### config.mk
export PLATFORM = sky130hd
export DESIGN_NAME = sbf_block_deframer
export DESIGN_NICKNAME = d
export VERILOG_FILES = /design/src/rtl/core/sbf_pkg.sv /design/src/rtl/core/sbf_frame_fsm.sv /design/src/rtl/core/sbf_block_deframer.sv
export SDC_FILE = /design/constraint.sdc
export NUM_CORES = 1
export LEC_CHECK = 0
export BUFFER_PORTS_ARGS = -buffer_cell sky130_fd_sc_hd__buf_2
export CORE_ASPECT_RATIO = 1.2
export CORE_MARGIN = 4
export CORE_UTILIZATION = 45
export DETAILED_ROUTE_END_ITERATION = 8
export GPL_ROUTABILITY_DRIVEN = 1
export PLACE_DENSITY = 0.69
export SLEW_MARGIN = 15
export SYNTH_ARGS = -nofsm -noshare
export SYNTH_HDL_FRONTEND = slang
export SYNTH_HIERARCHICAL = 1
export SYNTH_SLANG_ARGS = --single-unit
### constraint.sdc
create_clock -name i_clk -period 11.1 [get_ports i_clk]
set_input_delay 0.555 -clock i_clk [delete_from_list [all_inputs] [get_ports i_clk]]
set_output_delay 0.555 -clock i_clk [all_outputs]
set_load 0.05 [all_outputs]
### src/rtl/core/sbf_pkg.sv
// ----------------------------------------------------------------------------
// sbf_pkg
// Shared constants and types for the binary block deframer.
// ----------------------------------------------------------------------------
package sbf_pkg;

    // Sync pair that opens every binary block.
    localparam logic [7:0] SYNC_FIRST  = 8'h24;
    localparam logic [7:0] SYNC_SECOND = 8'h40;

    // Field widths.
    localparam int ID_W  = 13;
    localparam int LEN_W = 16;

    // Header bytes counted in the block length.
    localparam logic [LEN_W-1:0] HEADER_LEN = 16'd8;

    // One result as it leaves the framing logic.
    typedef struct packed {
        logic [ID_W-1:0]  block_id;
        logic [LEN_W-1:0] block_length;
        logic [7:0]       body_byte;
        logic [LEN_W-1:0] body_index;
        logic             last_of_block;
        logic             empty_block;
    } t_result;

endpackage

### src/rtl/core/sbf_frame_fsm.sv
// ----------------------------------------------------------------------------
// sbf_frame_fsm
// Byte-wise framing state machine: tracks sync, header and body, and forms
// the result for the byte being taken.
// ----------------------------------------------------------------------------
module sbf_frame_fsm
    import sbf_pkg::*;
(
    input  logic       i_clk,
    input  logic       i_rst_n,
    input  logic       i_take,
    input  logic [7:0] i_rx_byte,
    output logic       o_res_valid,
    output t_result    o_res
);

    typedef enum logic [8:0] {
        S_SYNC1 = 9'b000000001,
        S_SYNC2 = 9'b000000010,
        S_CRC0  = 9'b000000100,
        S_CRC1  = 9'b000001000,
        S_ID0   = 9'b000010000,
        S_ID1   = 9'b000100000,
        S_LEN0  = 9'b001000000,
        S_LEN1  = 9'b010000000,
        S_BODY  = 9'b100000000
    } t_state;

    t_state           r_state, n_state;
    logic [7:0]       r_id_lo, n_id_lo;
    logic [ID_W-1:0]  r_block_id, n_block_id;
    logic [7:0]       r_len_lo, n_len_lo;
    logic [LEN_W-1:0] r_length, n_length;
    logic [LEN_W-1:0] r_count, n_count;

    logic [LEN_W-1:0] full_length;
    logic [LEN_W:0]   next_count;
    logic [LEN_W:0]   body_len;
    logic             body_last;

    assign full_length = {i_rx_byte, r_len_lo};
    assign next_count  = {1'b0, r_count} + {{LEN_W{1'b0}}, 1'b1};
    assign body_len    = {1'b0, r_length} - {1'b0, HEADER_LEN};
    assign body_last   = (next_count >= body_len);

    // Next state and result for the current byte.
    always_comb begin
        n_state     = r_state;
        n_id_lo     = r_id_lo;
        n_block_id  = r_block_id;
        n_len_lo    = r_len_lo;
        n_length    = r_length;
        n_count     = r_count;
        o_res_valid = 1'b0;
        o_res       = '{block_id: r_block_id, block_length: r_length,
                        body_byte: 8'd0, body_index: '0,
                        last_of_block: 1'b1, empty_block: 1'b1};
        case (r_state)
            S_SYNC1: begin
                if (i_rx_byte == SYNC_FIRST) n_state = S_SYNC2;
            end
            S_SYNC2: begin
                if (i_rx_byte == SYNC_SECOND) n_state = S_CRC0;
                else if (i_rx_byte == SYNC_FIRST) n_state = S_SYNC2;
                else n_state = S_SYNC1;
            end
            S_CRC0: n_state = S_CRC1;
            S_CRC1: n_state = S_ID0;
            S_ID0: begin
                n_id_lo = i_rx_byte;
                n_state = S_ID1;
            end
            S_ID1: begin
                // Revision bits in the top of the ID are dropped.
                n_block_id = {i_rx_byte[ID_W-9:0], r_id_lo};
                n_state    = S_LEN0;
            end
            S_LEN0: begin
                n_len_lo = i_rx_byte;
                n_state  = S_LEN1;
            end
            S_LEN1: begin
                n_length = full_length;
                n_count  = '0;
                if (full_length <= HEADER_LEN) begin
                    // Header-only block gives a single empty result.
                    o_res_valid        = 1'b1;
                    o_res.block_length = full_length;
                    n_state            = S_SYNC1;
                end else begin
                    n_state = S_BODY;
                end
            end
            S_BODY: begin
                o_res_valid         = 1'b1;
                o_res.body_byte     = i_rx_byte;
                o_res.body_index    = r_count;
                o_res.last_of_block = body_last;
                o_res.empty_block   = 1'b0;
                n_count             = next_count[LEN_W-1:0];
                if (body_last) n_state = S_SYNC1;
            end
            default: n_state = S_SYNC1;
        endcase
    end

    // State registers advance only when a byte is taken.
    always_ff @(posedge i_clk) begin
        if (!i_rst_n) begin
            r_state    <= S_SYNC1;
            r_id_lo    <= '0;
            r_block_id <= '0;
            r_len_lo   <= '0;
            r_length   <= '0;
            r_count    <= '0;
        end else if (i_take) begin
            r_state    <= n_state;
            r_id_lo    <= n_id_lo;
            r_block_id <= n_block_id;
            r_len_lo   <= n_len_lo;
            r_length   <= n_length;
            r_count    <= n_count;
        end
    end

endmodule

### src/rtl/core/sbf_block_deframer.sv
// ----------------------------------------------------------------------------
// sbf_block_deframer
// Finds sync-framed binary blocks in a received byte stream and streams out
// their body bytes tagged with block ID, length and index.
// ----------------------------------------------------------------------------
// The deframer takes one byte per clock cycle and gives at most one result
// per byte, in the cycle after the byte is taken, from a single output
// register; the header is parsed by a one-hot state machine and the CRC is
// skipped without checking. A new byte is taken in every cycle in which the
// output register is empty or its result is being taken at the same edge,
// so throughput is one byte per cycle when the output is not stalled.
// ----------------------------------------------------------------------------
module sbf_block_deframer
    import sbf_pkg::*;
(
    input  logic              i_clk,
    input  logic              i_rst_n,
    input  logic              i_valid,
    output logic              o_stall,
    input  logic [7:0]        i_rx_byte,
    output logic              o_valid,
    input  logic              i_stall,
    output logic [ID_W-1:0]   o_block_id,
    output logic [LEN_W-1:0]  o_block_length,
    output logic [7:0]        o_body_byte,
    output logic [LEN_W-1:0]  o_body_index,
    output logic              o_last_of_block,
    output logic              o_empty_block
);

    logic    r_out_valid;
    t_result r_out;
    logic    take;
    logic    res_valid;
    t_result res;

    // Input transaction goes ahead when the output register can be refilled.
    assign o_stall = r_out_valid && i_stall;
    assign take    = i_valid && !o_stall;

    sbf_frame_fsm u_fsm (
        .i_clk       (i_clk),
        .i_rst_n     (i_rst_n),
        .i_take      (take),
        .i_rx_byte   (i_rx_byte),
        .o_res_valid (res_valid),
        .o_res       (res)
    );

    // Output valid flag.
    always_ff @(posedge i_clk) begin
        if (!i_rst_n) begin
            r_out_valid <= 1'b0;
        end else if (take) begin
            r_out_valid <= res_valid;
        end else if (!i_stall) begin
            r_out_valid <= 1'b0;
        end
    end

    // Output payload register.
    always_ff @(posedge i_clk) begin
        if (take && res_valid) begin
            r_out <= res;
        end
    end

    assign o_valid         = r_out_valid;
    assign o_block_id      = r_out.block_id;
    assign o_block_length  = r_out.block_length;
    assign o_body_byte     = r_out.body_byte;
    assign o_body_index    = r_out.body_index;
    assign o_last_of_block = r_out.last_of_block;
    assign o_empty_block   = r_out.empty_block;

endmodule

# --- Word level (Yosys, flattened, before mapping) ---
# Index checks and enable logic that the tools add are counted.
totals:
  input_bits: 12
  regBits: 126
classes:
  magnitude_cmp: 2
  reduce_logical: 11
  eq_ne: 14
  addsub: 2
  mux: 14
ops:
  columns: ["op", "count"]
  rows:
  - ["case mux 9 bit (9 select lines)", 1]
  - ["two-way mux 9 bit", 4]
  - ["two-way mux 16 bit", 2]
  - ["case mux 16 bit (2 select lines)", 1]
  - ["adder 16 x 1 -> 17 bit, second input constant", 1]
  - [">= comparator 17 bit", 1]
  - ["subtractor 16 x 4 -> 17 bit, second input constant", 1]
  - ["less-or-equal comparator 16 x 4 -> 1 bit, second input constant", 1]
  - ["AND reduction 2 bit", 5]
  - ["equality test 9 x 1 -> 1 bit, second input constant", 1]
  - ["equality test 9 x 2 -> 1 bit, second input constant", 1]
  - ["equality test 9 x 3 -> 1 bit, second input constant", 1]
  - ["equality test 9 x 4 -> 1 bit, second input constant", 1]
  - ["equality test 9 x 5 -> 1 bit, second input constant", 1]
  - ["equality test 9 x 6 -> 1 bit, second input constant", 1]
  - ["equality test 9 x 7 -> 1 bit, second input constant", 1]
  - ["equality test 9 x 8 -> 1 bit, second input constant", 1]
  - ["equality test 9 bit, second input constant", 1]
  - ["equality test 8 x 6 -> 1 bit, second input constant", 1]
  - ["equality test 8 x 7 -> 1 bit, second input constant", 1]
  - ["inequality test 2 x 1 -> 1 bit, second input constant", 3]
  - ["two-way mux 1 bit", 4]
  - ["logical AND 1 bit", 3]
  - ["AND reduction 3 bit", 1]
  - ["4 further kinds", 4]

# --- Longest topological paths before layout ---
logic_depth:
  word_depth: 4
  mapped_depth: 11
  mapped_depth_nobuf: 11

# --- Modules after synthesis ---
# The synthesis kept the hierarchy.
by_module_without_submodules:
  columns: ["mod", "n_inst", "area_each_um2", "cells_per_inst", "seq_area_each_um2"]
  rows:
  - ["sbf_frame_fsm", 1, 4112.7, 491, 1401.3]
  - ["sbf_block_deframer", 1, 1702.9, 62, 1671.6]

# --- Worst setup path before layout ---
# Ideal clock, no wire load.
synth_path:
  kind: "in2reg"
  startpoint: "input port i_rx_byte[3]"
  endpoint: "register r_out, in the netlist o_block_id[0] (enable)"
  cell_stages: 7
  setup_slack_ps: 6166
  required_time_ps: 10632
  arrival_ps: 4466
  setup_ps: 468
  path_cell_list: "or4_1 -> or2_2 -> nor3b_1 -> clkbuf_1 -> or2_2 -> nand2_1 -> nor2_1"
synth_between:
  elab_chain_cells: 4
synth_rtl:
  columns: ["item", "line", "rtl"]
  rows:
  - ["from (decl)", "sbf_block_deframer.sv:20", "input logic [7:0] i_rx_byte,"]
  - ["less-or-equal comparator 16 x 4 -> 1 bit", "sbf_frame_fsm.sv:85", "if (full_length <= HEADER_LEN) begin"]
  - ["two-way mux 1 bit", "sbf_frame_fsm.sv:85", null]
  - ["case mux 1 bit (2 select lines)", "sbf_frame_fsm.sv:58", "case (r_state)"]
  - ["net res_valid", "sbf_block_deframer.sv:34", "logic res_valid;"]
  - ["logical AND 1 bit", "sbf_block_deframer.sv:63", "if (take && res_valid) begin"]
  - ["to (signal assigned)", "sbf_block_deframer.sv:64", "r_out <= res;"]
  - ["to (decl)", "sbf_block_deframer.sv:32", "t_result r_out;"]
# The timed path passes the listed nets, and every way through them passes these cells.
# A chain may end at the register's enable or synchronous reset.

# --- Worst setup path after layout ---
layout_path:
  startpoint: "register u_fsm.r_count[2]"
  endpoint: "register u_fsm.r_state[8]"
layout_between:
  elab_chain_cells: 4
layout_rtl:
  columns: ["item", "line", "rtl"]
  rows:
  - ["from (decl)", "sbf_frame_fsm.sv:34", "logic [LEN_W-1:0] r_count, n_count;"]
  - ["from (signal assigned)", "sbf_frame_fsm.sv:122", "r_count <= n_count;"]
  - ["adder 16 x 1 -> 17 bit", "sbf_frame_fsm.sv:42", "assign next_count = {1'b0, r_count} + {{LEN_W{1'b0}}, 1'b1};"]
  - [">= comparator 17 bit", "sbf_frame_fsm.sv:44", "assign body_last = (next_count >= body_len);"]
  - ["inequality test 2 x 1 -> 1 bit (no source line)", null, null]
  - ["AND reduction 3 bit (no source line)", null, null]
  - ["to (signal assigned)", "sbf_frame_fsm.sv:117", "r_state <= n_state;"]
  - ["to (decl)", "sbf_frame_fsm.sv:29", "t_state r_state, n_state;"]
# Every way passes these cells.

==> impl_metrics.xml <==
<?xml version="1.0" encoding="UTF-8"?>
<metrics>
  <group name="global_route">
    <metric name="grt_remaining_overflow" unit="">0</metric>
    <metric name="grt_pass1_wl" unit="µm">21600</metric>
    <metric name="via_count_of_the_first_global_routing_pass" unit="">4330</metric>
    <metric name="grt.total_usage" unit="%">18.2</metric>
    <metric name="grt_antenna_before_repair" unit="">0</metric>
    <metric name="grt_start_max_net_pins" unit="">66</metric>
  </group>
  <group name="synthesis">
    <metric name="syn_area_per_cell" unit="µm²">10.5</metric>
    <metric name="synth_top_cell_area_share" unit="%">28.4</metric>
    <metric name="postSynthNetCount" unit="">584</metric>
    <metric name="postSynthCellCount" unit="">553</metric>
    <metric name="leading_cell_types_by_total_area_after_synthesis" unit="">sky130_fd_sc_hd__edfxtp_1 28%, sky130_fd_sc_hd__dfxtp_1 24%, sky130_fd_sc_hd__mux2i_1 8.6%, sky130_fd_sc_hd__nor2_1 5.0%, sky130_fd_sc_hd__ha_1 4.1%</metric>
    <metric name="synth_most_common_cell" unit="">sky130_fd_sc_hd__nor2_1</metric>
    <metric name="asyncSetResetFlopFracSynth" unit="%">0</metric>
    <metric name="ys_ff_latch" unit="">126</metric>
    <metric name="synth_cell_types" unit="">58</metric>
    <metric name="yosys_warnings" unit="">6</metric>
    <metric name="synth-edff-count" unit="">55</metric>
    <metric name="synth_common_cells" unit="">78 x sky130_fd_sc_hd__nor2_1, 71 x sky130_fd_sc_hd__dfxtp_1, 55 x sky130_fd_sc_hd__edfxtp_1</metric>
    <metric name="post_synth_design_cell_area" unit="µm²">5820</metric>
    <metric name="dominantRegCellSynth" unit="">sky130_fd_sc_hd__dfxtp_1</metric>
    <metric name="synth_largest_area_cell" unit="">sky130_fd_sc_hd__edfxtp_1</metric>
    <metric name="synth_seq_area_share" unit="%">52.8</metric>
  </group>
  <group name="timing">
    <metric name="timing.fmax" unit="MHz">258</metric>
    <metric name="min_period_over_period" unit="%">34.9</metric>
    <metric name="fin_skew" unit="ps">12.1</metric>
    <metric name="fin_setup_tns" unit="ps">0</metric>
    <metric name="slew_violations" unit="">0</metric>
    <metric name="setup_viol" unit="">0</metric>
    <metric name="max_slew.worst_pin.slew" unit="ps">991</metric>
    <metric name="max_slew_margin" unit="%">33.3</metric>
    <metric name="final-hold-violation-count" unit="">0</metric>
    <metric name="min_period" unit="ps">3870</metric>
    <metric name="setup_repair_after_global_routing_missed_its_margin" unit="">no</metric>
    <metric name="fin_hold_ws" unit="ps">423</metric>
  </group>
  <group name="clocking">
    <metric name="cts_resized" unit="">0</metric>
    <metric name="clockRootBuffer" unit="">sky130_fd_sc_hd__clkbuf_16</metric>
    <metric name="clock_sinks" unit="">126</metric>
    <metric name="number_of_hold_buffers_added_after_cts" unit="">0</metric>
    <metric name="tritoncts" unit="">done</metric>
    <metric name="ctsHtreeMaxLevel" unit="">4</metric>
    <metric name="source_to_sink_clock_delay_at_the_later_pin_of_the_worst_skew_pair" unit="ps">410</metric>
    <metric name="setup_repair_bufs_after_cts" unit="">0</metric>
    <metric name="clock_pin_slew_of_the_registers_on_the_worst_case_setup_and_hold_paths" unit="ps">60</metric>
    <metric name="number_of_buffers_between_clock_root_and_the_deepest_sink" unit="">2</metric>
    <metric name="numCtsBuffers" unit="">17</metric>
  </group>
  <group name="layout">
    <metric name="n_antenna_cell" unit="">0</metric>
    <metric name="layout.core_utilization" unit="%">54.8</metric>
    <metric name="drive_gt1_share" unit="%">19.3</metric>
    <metric name="design.final.nets" unit="">649</metric>
    <metric name="stdcell_count" unit="">795</metric>
    <metric name="fin_area" unit="µm²">6950</metric>
    <metric name="layout-area-overhead-vs-synth" unit="%">19.5</metric>
  </group>
  <group name="floorplanning">
    <metric name="die_w" unit="µm">112</metric>
    <metric name="floorplan.die_area" unit="µm²">14800</metric>
    <metric name="die-height" unit="µm">133</metric>
    <metric name="design.portCount" unit="">69</metric>
    <metric name="initial_utilization" unit="%">45.9</metric>
    <metric name="design.core.area" unit="µm²">12700</metric>
    <metric name="number_of_placement_rows" unit="">45</metric>
  </group>
  <group name="setup_path">
    <metric name="crit_top_cell" unit="">sky130_fd_sc_hd__nand4_1</metric>
    <metric name="cp_cell_sequence" unit="">nand3_1, nor4_1, nand4_1, xnor2_1, ha_1, nand4_1, nor3_1, o311ai_0, a31oi_4, mux2i_1</metric>
    <metric name="timing.reg2reg.setup_slack" unit="ps">7230</metric>
    <metric name="critical_path.max_fanout" unit="">7</metric>
    <metric name="cpMaxStageDelayCell" unit="">sky130_fd_sc_hd__nor4_1</metric>
    <metric name="timing.critical_path.arrival" unit="ps">4200</metric>
    <metric name="startpoint" unit="">u_fsm/r_count[2]</metric>
    <metric name="critPathCaptureType" unit="">flip-flop</metric>
    <metric name="worst_reg2reg_path_startpoint" unit="">u_fsm/r_count[2]</metric>
    <metric name="regToRegEndpoint" unit="">u_fsm/r_state[8]</metric>
    <metric name="criticalPathCategory" unit="">flip-flop to flip-flop</metric>
    <metric name="reg2reg_depth" unit="">10</metric>
    <metric name="setup.worst_path.end" unit="">u_fsm/r_state[8]</metric>
    <metric name="critical-path-max-stage-delay" unit="ps">870</metric>
    <metric name="worstPathRequired" unit="ps">11430</metric>
    <metric name="timing.critical_path.from_type" unit="">flip-flop</metric>
  </group>
  <group name="routing">
    <metric name="drt_first_iter_violations" unit="">277</metric>
    <metric name="wirelength" unit="µm">12900</metric>
    <metric name="drt_pre_antenna_iters" unit="">5</metric>
    <metric name="vias_per_cell" unit="">5.45</metric>
    <metric name="drt-wirelength-per-cell" unit="µm">16.3</metric>
    <metric name="vias" unit="">4329</metric>
    <metric name="antenna_left" unit="">0</metric>
    <metric name="drc" unit="">0</metric>
  </group>
  <group name="pwr">
    <metric name="pwr_density_cell" unit="nW/µm²">156</metric>
    <metric name="total_leakage_power" unit="µW">0.00299</metric>
    <metric name="vdd_ir_drop_max" unit="V">0.0000946</metric>
  </group>
  <group name="flow_run">
    <metric name="max_cap_viol_count" unit="">0</metric>
  </group>
  <group name="placement">
    <metric name="finalWeightedCongestion" unit="">0.846</metric>
    <metric name="io_buffers" unit="">68</metric>
    <metric name="hpwlAfterDp" unit="µm">8760</metric>
    <metric name="detailed_place.area" unit="µm²">6310</metric>
    <metric name="post-place-cells" unit="">763</metric>
  </group>
  <group name="min_path">
    <metric name="hold_path.class" unit="">input port to flip-flop</metric>
  </group>
  <group name="run_status">
    <metric name="run_status" unit="">finished clean</metric>
  </group>
</metrics>
how the worst min path moves through the flow:
stage | from | endpoint | slack, ps | cells past startpoint
finish | i_stall | o_valid | 420 | 3
detailed placement | u_fsm/r_block_id[5] | o_block_id[5] | 420 | 0
global placement | u_fsm/r_block_id[0] | o_block_id[0] | 410 | 0
global route | u_fsm/r_block_id[3] | o_block_id[3] | 430 | 0
floorplan | u_fsm/r_block_id[0] | o_block_id[0] | 410 | 0
CTS | i_stall | o_valid | 410 | 3
metrics by stage:
| step | setup slack [ps] | power [µW] |
|---|---|---|
| global placement | 7490 | 503 |
| floorplan | 6170 | 496 |
| global route | 6830 | 1120 |
| finish | 7230 | 1080 |
| CTS | 7270 | 1090 |
| detailed placement | 7320 | 503 |
power by group:
part / switching (µW) / internal (µW)
Clock: 202 / 389
Sequential: 0.102 / 480
Combinational: 10.1 / 3.17
Total: 213 / 872
cell usage in the layout, fill, tap and decap left out, drive strengths merged, types with 3 or more instances in the layout:
cell type,instances
buf,75
or3,5
a22oi,5
nand3b,4
nor2b,12
or4,4
bufinv,4
edfxtp,55
inv,13
nor2,79
xor2,10
nand3,10
ha,19
nand4,12
and3,4
o21a,5
clkinv,7
o21ai,18
nand2b,3
a21oi,18
nor4,8
and2,25
clkbuf,20
a21boi,4
mux2i,50
nor3,14
dfxtp,71
xnor2,17
nand2,32
registers in the layout, indices dropped and copies added (netlist names), 8 cells and up:
| name | flops |
|---|---|
| o_block_id | 13 |
| o_block_length | 16 |
| o_body_byte | 8 |
| o_body_index | 16 |
| u_fsm/r_block_id | 13 |
| u_fsm/r_count | 16 |
| u_fsm/r_id_lo | 8 |
| u_fsm/r_len_lo | 8 |
| u_fsm/r_length | 16 |
| u_fsm/r_state | 9 |
final cells by class:
cell class                 instances  area, µm²
timing repair buffer              75        393
fill                            1117       5720
clock buffer                      20        457
multi-input combinational        385       2590
sequential                       126       3070
tap                              164        205
clock inverter                    12        184
inverter                          13       48.8
worst max-delay path, delay by kind of cell (launching register included):
family / cells / cell delay, ps
simple gates: 5 / 1870
compound gates: 2 / 800
flops: 1 / 430
fa+ha+maj: 1 / 280
mux: 1 / 230
xor+xnor: 1 / 200
kinds of logic after synthesis:
group,share of synthesized area [%]
xor gates and xnor gates,4.07
DFF,52.8
and+or+nand+nor,19.1
muxes,8.80
buffers and inverters,2.97
AOI/OAI and AO/OA,8.18
adders and majority gates,4.09
per-layer routing:
metal  GRT usage, %  share of wire [%]  up-vias
li1               -                  -     2100
met1           21.3                 41     2108
met2           31.9                 53      103
met3           4.62                4.6       18
met4           7.03                1.4        0
met5              0                  0        -
Note: power is estimated with default switching activity, not from simulation.
